### src/hw/rtl/sixteen_bit_risc_executor_top_assert.svh
// ---------------------------------------------------------------------------
// Assertion macros for the sixteen-bit RISC executor
// Clocked property checks used by the top-level RTL file of the block.
// ---------------------------------------------------------------------------
`ifndef SIXTEEN_BIT_RISC_EXECUTOR_TOP_ASSERT_SVH
`define SIXTEEN_BIT_RISC_EXECUTOR_TOP_ASSERT_SVH

// Check that holds outside reset
`define SBRX_ASSERT(lbl, prop, msg) \
  lbl: assert property (@(posedge clk) disable iff (!rst_n) prop) else $error(msg);

// Check that holds at every edge, reset included
`define SBRX_ASSERT_ALWAYS(lbl, prop, msg) \
  lbl: assert property (@(posedge clk) prop) else $error(msg);

`endif

### src/hw/rtl/sbrx_pkg.sv
// ---------------------------------------------------------------------------
// sbrx_pkg
// Types, sizes and instruction codes of the sixteen-bit RISC executor.
// ---------------------------------------------------------------------------
package sbrx_pkg;

  // Main memory size; must be a power of two between 1024 and 8192
  localparam int MEM_DEPTH = 8192;
  localparam int MEM_AW    = $clog2(MEM_DEPTH);
  localparam int REG_COUNT = 8;
  localparam int REG_AW    = $clog2(REG_COUNT);
  localparam int WORD_W    = 16;
  localparam int ADDR_W    = 13;

  // Commands
  localparam logic CMD_LOAD = 1'b0;
  localparam logic CMD_STEP = 1'b1;

  // Opcodes, bits 15..13
  localparam logic [2:0] OP_RTYPE = 3'd0;
  localparam logic [2:0] OP_ADDI  = 3'd1;
  localparam logic [2:0] OP_J     = 3'd2;
  localparam logic [2:0] OP_JAL   = 3'd3;
  localparam logic [2:0] OP_LW    = 3'd4;
  localparam logic [2:0] OP_SW    = 3'd5;
  localparam logic [2:0] OP_JEQ   = 3'd6;
  localparam logic [2:0] OP_SLTI  = 3'd7;

  // Function codes of the register-register group
  localparam logic [3:0] FN_ADD = 4'd0;
  localparam logic [3:0] FN_SUB = 4'd1;
  localparam logic [3:0] FN_AND = 4'd2;
  localparam logic [3:0] FN_OR  = 4'd3;
  localparam logic [3:0] FN_SLT = 4'd4;
  localparam logic [3:0] FN_JR  = 4'd8;

  // Link register of jal
  localparam logic [REG_AW-1:0] LINK_REG = REG_AW'(7);

  typedef struct packed {
    logic              command;
    logic [ADDR_W-1:0] load_address;
    logic [WORD_W-1:0] load_word;
  } in_req_t;

  typedef struct packed {
    logic              [WORD_W-1:0] program_counter;
    logic                           halted;
    logic                           reg_write_valid;
    logic              [2:0]        reg_index;
    logic              [WORD_W-1:0] reg_value;
    logic                           mem_write_valid;
    logic              [ADDR_W-1:0] mem_address;
    logic              [WORD_W-1:0] mem_value;
  } out_req_t;

  // Outcome of one executed instruction
  typedef struct packed {
    logic              reg_we;
    logic [REG_AW-1:0] reg_dst;
    logic [WORD_W-1:0] reg_val;
    logic              is_load;
    logic              mem_we;
    logic [MEM_AW-1:0] mem_addr;
    logic [WORD_W-1:0] mem_val;
    logic [WORD_W-1:0] next_pc;
    logic              halt;
  } exec_res_t;

endpackage

### src/hw/rtl/sbrx_alu.sv
// ---------------------------------------------------------------------------
// sbrx_alu
// Decode and execute stage: from the instruction word, both operands and
// the pc, works out the register write, memory access, next pc and halt.
// ---------------------------------------------------------------------------
module sbrx_alu (
  input  logic [sbrx_pkg::WORD_W-1:0] ir,
  input  logic [sbrx_pkg::WORD_W-1:0] op_a,
  input  logic [sbrx_pkg::WORD_W-1:0] op_b,
  input  logic [sbrx_pkg::WORD_W-1:0] pc,
  output sbrx_pkg::exec_res_t         res
);
  import sbrx_pkg::*;

  logic [2:0]        opcode;
  logic [3:0]        funct;
  logic [REG_AW-1:0] rb, rc;
  logic [WORD_W-1:0] imm, target, pc_inc, addr_sum;
  logic              wr, jump;
  logic              is_ld, st_we;
  logic [REG_AW-1:0] dest;
  logic [WORD_W-1:0] val, nxt;

  assign opcode   = ir[15:13];
  assign funct    = ir[3:0];
  assign rb       = ir[9:7];
  assign rc       = ir[6:4];
  assign imm      = {{(WORD_W-7){ir[6]}}, ir[6:0]};
  assign target   = WORD_W'(ir[12:0]);
  assign pc_inc   = pc + WORD_W'(1);
  assign addr_sum = op_a + imm;

  // Instruction decode
  always_comb begin
    wr    = 1'b0;
    jump  = 1'b0;
    dest  = '0;
    val   = '0;
    nxt   = pc_inc;
    is_ld = 1'b0;
    st_we = 1'b0;
    unique case (opcode)
      OP_RTYPE: begin
        unique case (funct)
          FN_ADD: begin wr = 1'b1; dest = rc; val = op_a + op_b; end
          FN_SUB: begin wr = 1'b1; dest = rc; val = op_a - op_b; end
          FN_AND: begin wr = 1'b1; dest = rc; val = op_a & op_b; end
          FN_OR:  begin wr = 1'b1; dest = rc; val = op_a | op_b; end
          FN_SLT: begin wr = 1'b1; dest = rc; val = WORD_W'(op_a < op_b); end
          FN_JR:  begin jump = 1'b1; nxt = op_a; end
          default: ;
        endcase
      end
      OP_ADDI: begin wr = 1'b1; dest = rb; val = addr_sum; end
      OP_J:    begin jump = 1'b1; nxt = target; end
      OP_JAL: begin
        wr = 1'b1; dest = LINK_REG; val = pc_inc;
        jump = 1'b1; nxt = target;
      end
      OP_LW: begin
        wr = 1'b1; dest = rb;
        is_ld = 1'b1;
      end
      OP_SW:   st_we = 1'b1;
      OP_JEQ: begin
        jump = 1'b1;
        if (op_a == op_b) nxt = pc_inc + imm;
      end
      OP_SLTI: begin wr = 1'b1; dest = rb; val = WORD_W'(op_a < imm); end
      default: ;
    endcase
  end

  assign res.reg_we   = wr && (dest != '0);
  assign res.reg_dst  = dest;
  assign res.reg_val  = val;
  assign res.is_load  = is_ld;
  assign res.mem_we   = st_we;
  assign res.mem_addr = addr_sum[MEM_AW-1:0];
  assign res.mem_val  = op_b;
  assign res.next_pc  = nxt;
  // jump onto itself stops the machine
  assign res.halt     = jump && (nxt == pc);

endmodule

### config.mk
export PLATFORM = sky130hd
export DESIGN_NAME = sbrx_alu
export DESIGN_NICKNAME = d
export VERILOG_FILES = /design/src/hw/rtl/sixteen_bit_risc_executor_top_assert.svh /design/src/hw/rtl/sbrx_pkg.sv /design/src/hw/rtl/sbrx_alu.sv
export SDC_FILE = /design/constraint.sdc
export NUM_CORES = 1
export LEC_CHECK = 0
export BUFFER_PORTS_ARGS = -buffer_cell sky130_fd_sc_hd__buf_4
export CORE_MARGIN = 2
export CORE_UTILIZATION = 52
export DETAILED_ROUTE_END_ITERATION = 10
export GPL_TIMING_DRIVEN = 0
export PLACE_DENSITY = 0.81
export SLEW_MARGIN = 20
export SYNTH_ARGS = -nofsm -noshare
export SYNTH_HDL_FRONTEND = slang
export SYNTH_SLANG_ARGS = --single-unit
### constraint.sdc
create_clock -name vclk -period 3.3
set_input_delay 0.165 -clock vclk [all_inputs]
set_output_delay 0.165 -clock vclk [all_outputs]
set_load 0.02 [all_outputs]
==> impl_results.md, run 1 <==
- Status: finished with violations
- Failing checks: negative setup slack
- Worst-Margin Slew: 0.6442 ns
- Cell area after layout: 7212 sq um
- Final Non-Filler Cells: 1057
- Final WL: between 15000 and 20000 um
- Initial antenna violation count: 0
- Reg area: 0 sq um
- Iter 0 DRT Violations: about 580
- Gr ovfl total: 0
- Slew margin rel.: approximately 57%
- Switch share: 57.61%
- LEAKAGE: 0.003421 uW
- Layout cells sized above 1: 29.11%
- Hold Fails Final Rpt: 0
- Part of the Yosys area used for sequential elements: 0%
- Yosys cell types: 73
- Crit path max fanout: 6
- Worst path required time: 3.13 ns
- Min-Delay Path Class: input port to output port
- P_sw: 787.8 uW
- Worst Slack Setup Final: -0.4901 ns
- Hold-critical path depth: 3
- Clk pwr share: 0%
- Area after DPL: about 6600 sq um
- Nets: 1092
- Max IR drop VDD: 131.3 uV
- Total number of yosys warnings: 0
- Hold-critical path endpoint: res[19]
- Tmin final: between 3 and 4 ns
- First-pass GRT wire length: 29790 um
- Largest cells by area after synthesis: ha_1 (23%), xor2_1 (5.8%), a21oi_1 (5.7%)
- Largest net degree at the start of global routing: 26
- Setup-failing EPs final: 1
- Avg Inst Size Synth: about 7.0 sq um
- Vias in the first global route: 6261
- Internal power: 579.7 uW
- Die height: 105.1 um
- Inst Count DP: 1029
- Tot Pwr: 1367 uW
- DP Wirelength: 15330 um
- Core Region: 9864 sq um
- Sequential fraction of design power: 0%
- Most frequent cells in the layout: buf_4 (178), ha_1 (84), inv_1 (68)
- Die ar.: 11040 sq um
- Arrival time of the worst setup path: about 3.6 ns
- Vias: ~6.6k
- Tcrit/Tclk final: 114.9%
- Commonest non-fill, non-tap cell in the layout: buf_4
- Via density: 6.236
- Antenna Cells: 0
- Maximum clock rate: 263.8 MHz
- Startpoint types: input port
- Post-Syn Instances: approximately 760
- Area leader, netlist: ha_1
- GR Util All Layers: around 33%
- # IOs: 132
- Seq_cells: 0
- Area grow syn2layout: 35.78%
- # DRC: 0
- RSZ-0062 raised after global routing: yes
- Post-Synthesis Net Count: a little over 900
- Slew Viols, Final: 0
- Gpl congestion: 0.9272
- Clkbuf count: 0
- Drt wl/cell: between 15 and 20 um
- PwrDens: 189.6 nW/um^2
- HP Start: op_b[2]
- DRT Pass-1 Iters: 6
- Comb pwr share: 100.0%
- Initial core utilization: between 50% and 60%
- Cell Rows: 36
- CP Capture Type: output port
- Netlist Area Pre-Place: around 5300 sq um
- Area share of the largest cell type after synthesis: 23.09%
- Crit Path Class: input port to output port
- Max_cap viols: 0
- IO Port Bufs: between 100 and 150
- Die width: 105.1 um
- DRT antenna net count: 0
cells by family after synthesis:
logic type	synth area share, %
adders and majority gates	25.16
AOI/OAI and AO/OA	30.08
muxes	1.696
and+or+nand+nor	22.17
xor gates and xnor gates	11.02
buffers and inverters	9.870
power by group through the flow:
stage,logic (uW),registers [uW],clock network [uW]
final,1370,0,0
after global routing,1460,0,0
after floorplan,809,0,0
after global placement,1200,0,0
after detailed placement,1230,0,0
after CTS,1280,0,0
critical path, stage by stage:
cell       delay (ns)
buf_4            0.14
inv_2            0.06
ha_4             0.27
nor4_4           0.37
nand3_4          0.14
buf_4            0.16
buf_4            0.13
or3_1            0.38
a211oi_1         0.27
o21bai_1         0.20
o2111ai_1        0.20
nor4_2           0.29
nand4_1          0.17
a2111o_1         0.37
nor4_4           0.13
buf_4            0.18
per-stage QoR:
step / utilization [%] / TNS (ns) / worst slack (ns) / hold slack (ns)
2_1_floorplan: - / -0.1052 / -0.1052 / 0.4426
3_3_place_gp: 67.12 / -1.663 / -0.9786 / 0.6297
3_5_place_dp: 67.12 / -1.841 / -1.000 / 0.6327
4_1_cts: 70.19 / -0.3805 / -0.3805 / 0.6335
5_1_grt: 73.11 / -0.7470 / -0.6173 / 0.6360
6_report: 73.11 / -0.4901 / -0.4901 / 0.6314
repair_timing:
item,4_1_cts,5_1_grt
hold buffers,0,0
pin swaps,23,16
endpoints found under the setup margin,6,5
gates resized for setup,38,41
setup buffers,22,12
Yosys cell counts, drive strengths merged, types with 10 or more instances:
cell / count
ha: 98
xor2: 35
buf: 21
clkbuf: 22
inv: 75
o21bai: 10
a21oi: 61
nand2: 52
nor2: 61
nand3: 17
nor3: 21
nor2b: 15
xnor2: 31
o21ai: 51
a21o: 14
worst max-delay path by stage:
stage,start,cells past startpoint,end,slack (ns)
2_1_floorplan,pc[0],15,res[0],-0.11
3_3_place_gp,op_a[7],15,res[0],-0.98
3_5_place_dp,op_a[7],15,res[0],-1.00
4_1_cts,pc[1],16,res[0],-0.38
5_1_grt,pc[2],16,res[0],-0.62
6_report,op_a[11],16,res[0],-0.49
layout make-up:
| cell class | instances | area, sq um |
|---|---|---|
| multi-input cells | 645 | 5258 |
| plain buffers | 37 | 217.7 |
| well taps | 133 | 166.4 |
| fillers | 772 | 2653 |
| inverters | 76 | 289.0 |
| repair buffers | 166 | 1281 |
metal layers:
metal,track usage (%),vias up,part of all wire [%]
met5,0,-,0
met4,14.29,0,4.5
li1,-,3073,-
met3,2.745,65,8.2
met1,39.17,3056,39
met2,58.86,397,48
(Power assumes the default switching activity.)
==> inputs of run 2 (changes only) <==
--- a/config.mk
+++ b/config.mk
@@ -7,10 +7,9 @@
 export LEC_CHECK = 0
 export BUFFER_PORTS_ARGS = -buffer_cell sky130_fd_sc_hd__buf_4
 export CORE_MARGIN = 2
-export CORE_UTILIZATION = 52
+export CORE_UTILIZATION = 38
 export DETAILED_ROUTE_END_ITERATION = 10
 export GPL_TIMING_DRIVEN = 0
-export PLACE_DENSITY = 0.81
 export SLEW_MARGIN = 20
 export SYNTH_ARGS = -nofsm -noshare
 export SYNTH_HDL_FRONTEND = slang
==> run 2 against run 1 <==
The run still ends with negative setup slack left; count of clock-buffer cells in the layout unchanged; first-iteration DRC count shrank 20%; core utilization down 19 points; worst setup slack improved by 0.057 ns; non-clock buffer count is 2 higher; total power grew 3.0%; flip-flop and latch count is the same; combinational power increased by 3%; hold slack better by 0.0015 ns; via count down 4.8%; largest power group unchanged.
==> impl_results.md, run 2 (synthesis results as in run 1) <==
- Status: finished with violations
- Failing checks: negative setup slack
- Drt wl/cell: 18.36 um
- Highest-delay cell along the critical path: o41ai_4
- Crit Path Class: input port to output port
- Die height: around 120 um
- Iter 0 DRT Violations: 463
- Startpoint types: input port
- RSZ-0062 raised after global routing: yes
- Area grow syn2layout: 41.20%
- First-pass GRT wire length: 30740 um
- # hold bufs at CTS: 0
- Antenna Cells: 0
- Worst-Margin Slew: ~0.76 ns
- Crit path to: res[0]
- Die width: 122.2 um
- Via density: 5.671
- Vias in the first global route: 5923
- Max_cap viols: 0
- DRT Pass-1 Iters: 5
- Clkbuf count: 0
- Worst path required time: 3.13 ns
- Slowest stage delay, CP: ~0.32 ns
- Tcrit/Tclk final: 113.1%
- Worst Slack Setup Final: -0.4329 ns
- PwrDens: 187.9 nW/um^2
- Slew Viols, Final: 0
- DP Wirelength: 16310 um
- # IOs: 132
- Final hold slack: 0.6329 ns
- Crit path cell chain: buf_12 > ha_4 > and4_4 > buf_6 > nand4_1 > xnor2_2 > ha_4 > a21o_1 > a31oi_2 > nand2_2 > o41ai_4 > mux2i_1 > mux2i_1 > nand3_2 > xor2_2 > nor4_4 > buf_4
- Crit path launch: pc[0]
- # DRC: 0
- Arrival time of the worst setup path: between 3 and 4 ns
- Most frequent cells in the layout: buf_4 (173), ha_1 (77), inv_1 (66)
- Levels on crit path: 17
- IO Port Bufs: 132
- DRT antenna net count: 0
- Buf/Inv on CP: 3
- Commonest non-fill, non-tap cell in the layout: buf_4
- Tot Pwr: 1409 uW
- Vias: between 6k and 7k
- Layout cells sized above 1: a little under a third
- Initial antenna violation count: 0
- Die ar.: 14940 sq um
- Max IR drop VDD: around 100 uV
- Crit path max fanout: 6
- Gr ovfl total: 0
- LEAKAGE: 0.003470 uW
- Setup WS pre-CTS: -1.098 ns
- Tmin final: 3.733 ns
- Largest net degree at the start of global routing: 26
- Hold Fails Final Rpt: 0
- Maximum clock rate: 267.9 MHz
- Setup-failing EPs final: 2
- Cell Rows: 43
- Initial core utilization: 38.56%
- Gpl congestion: 0.9252
- Min-Delay Path Class: input port to output port
- HP Start: op_b[5]
- Final WL: between 20000 and 25000 um
- Layout Utilization: 54.45%
- Top cell family by delay on the critical path: simple AND/OR/NAND/NOR gates
- Seq_cells: 0
- CP Capture Type: output port
- Core Region: 13770 sq um
- Nets: 1094
- Reg area: 0 sq um
- GR Util All Layers: around 26%
- Slew margin rel.: 49.09%
[run 2: power by group]
| part | total [uW] | switching (uW) | internal (uW) |
|---|---|---|---|
| clock network | 0 | 0 | 0 |
| logic | 1410 | 794 | 615 |
| registers | 0 | 0 | 0 |
[run 2: metrics by stage]
step | TNS (ns) | std cells | instance area (sq um)
floorplan | -0.1052 | 764 | 5464
global route | -1.051 | 1106 | 7500
CTS | -0.6577 | 1092 | 7111
finish | -0.7583 | 1106 | 7500
global placement | -2.392 | 1076 | 6680
detailed placement | -2.228 | 1076 | 6680
[run 2: worst min-delay path by stage]
stage / end / cells past startpoint / slack, ns
final: res[22] / 3 / 0.63
after global routing: res[22] / 3 / 0.64
after CTS: res[31] / 3 / 0.63
after detailed placement: res[31] / 3 / 0.63
after global placement: res[30] / 3 / 0.63
after floorplan: res[17] / 1 / 0.44
[run 2: layout make-up]
| type | count | area, sq um |
|---|---|---|
| Fill cell | 1387 | 6274 |
| Multi-Input combinational cell | 645 | 5410 |
| Timing Repair Buffer | 168 | 1343 |
| Inverter | 76 | 302.8 |
| Tap cell | 180 | 225.2 |
| Buffer | 37 | 219.0 |
[run 2: layer usage]
metal,vias up,track usage (%),routed length (um)
met5,-,0,0
met3,36,1.487,1137
met4,0,6.825,589
met2,223,45.21,9708
li1,3086,-,-
met1,2927,34.60,8876
[run 2: what timing repair did]
action | CTS | global route
setup buffers | 21 | 15
pin swaps | 30 | 32
endpoints found under the setup margin | 9 | 6
resized for setup | 62 | 61
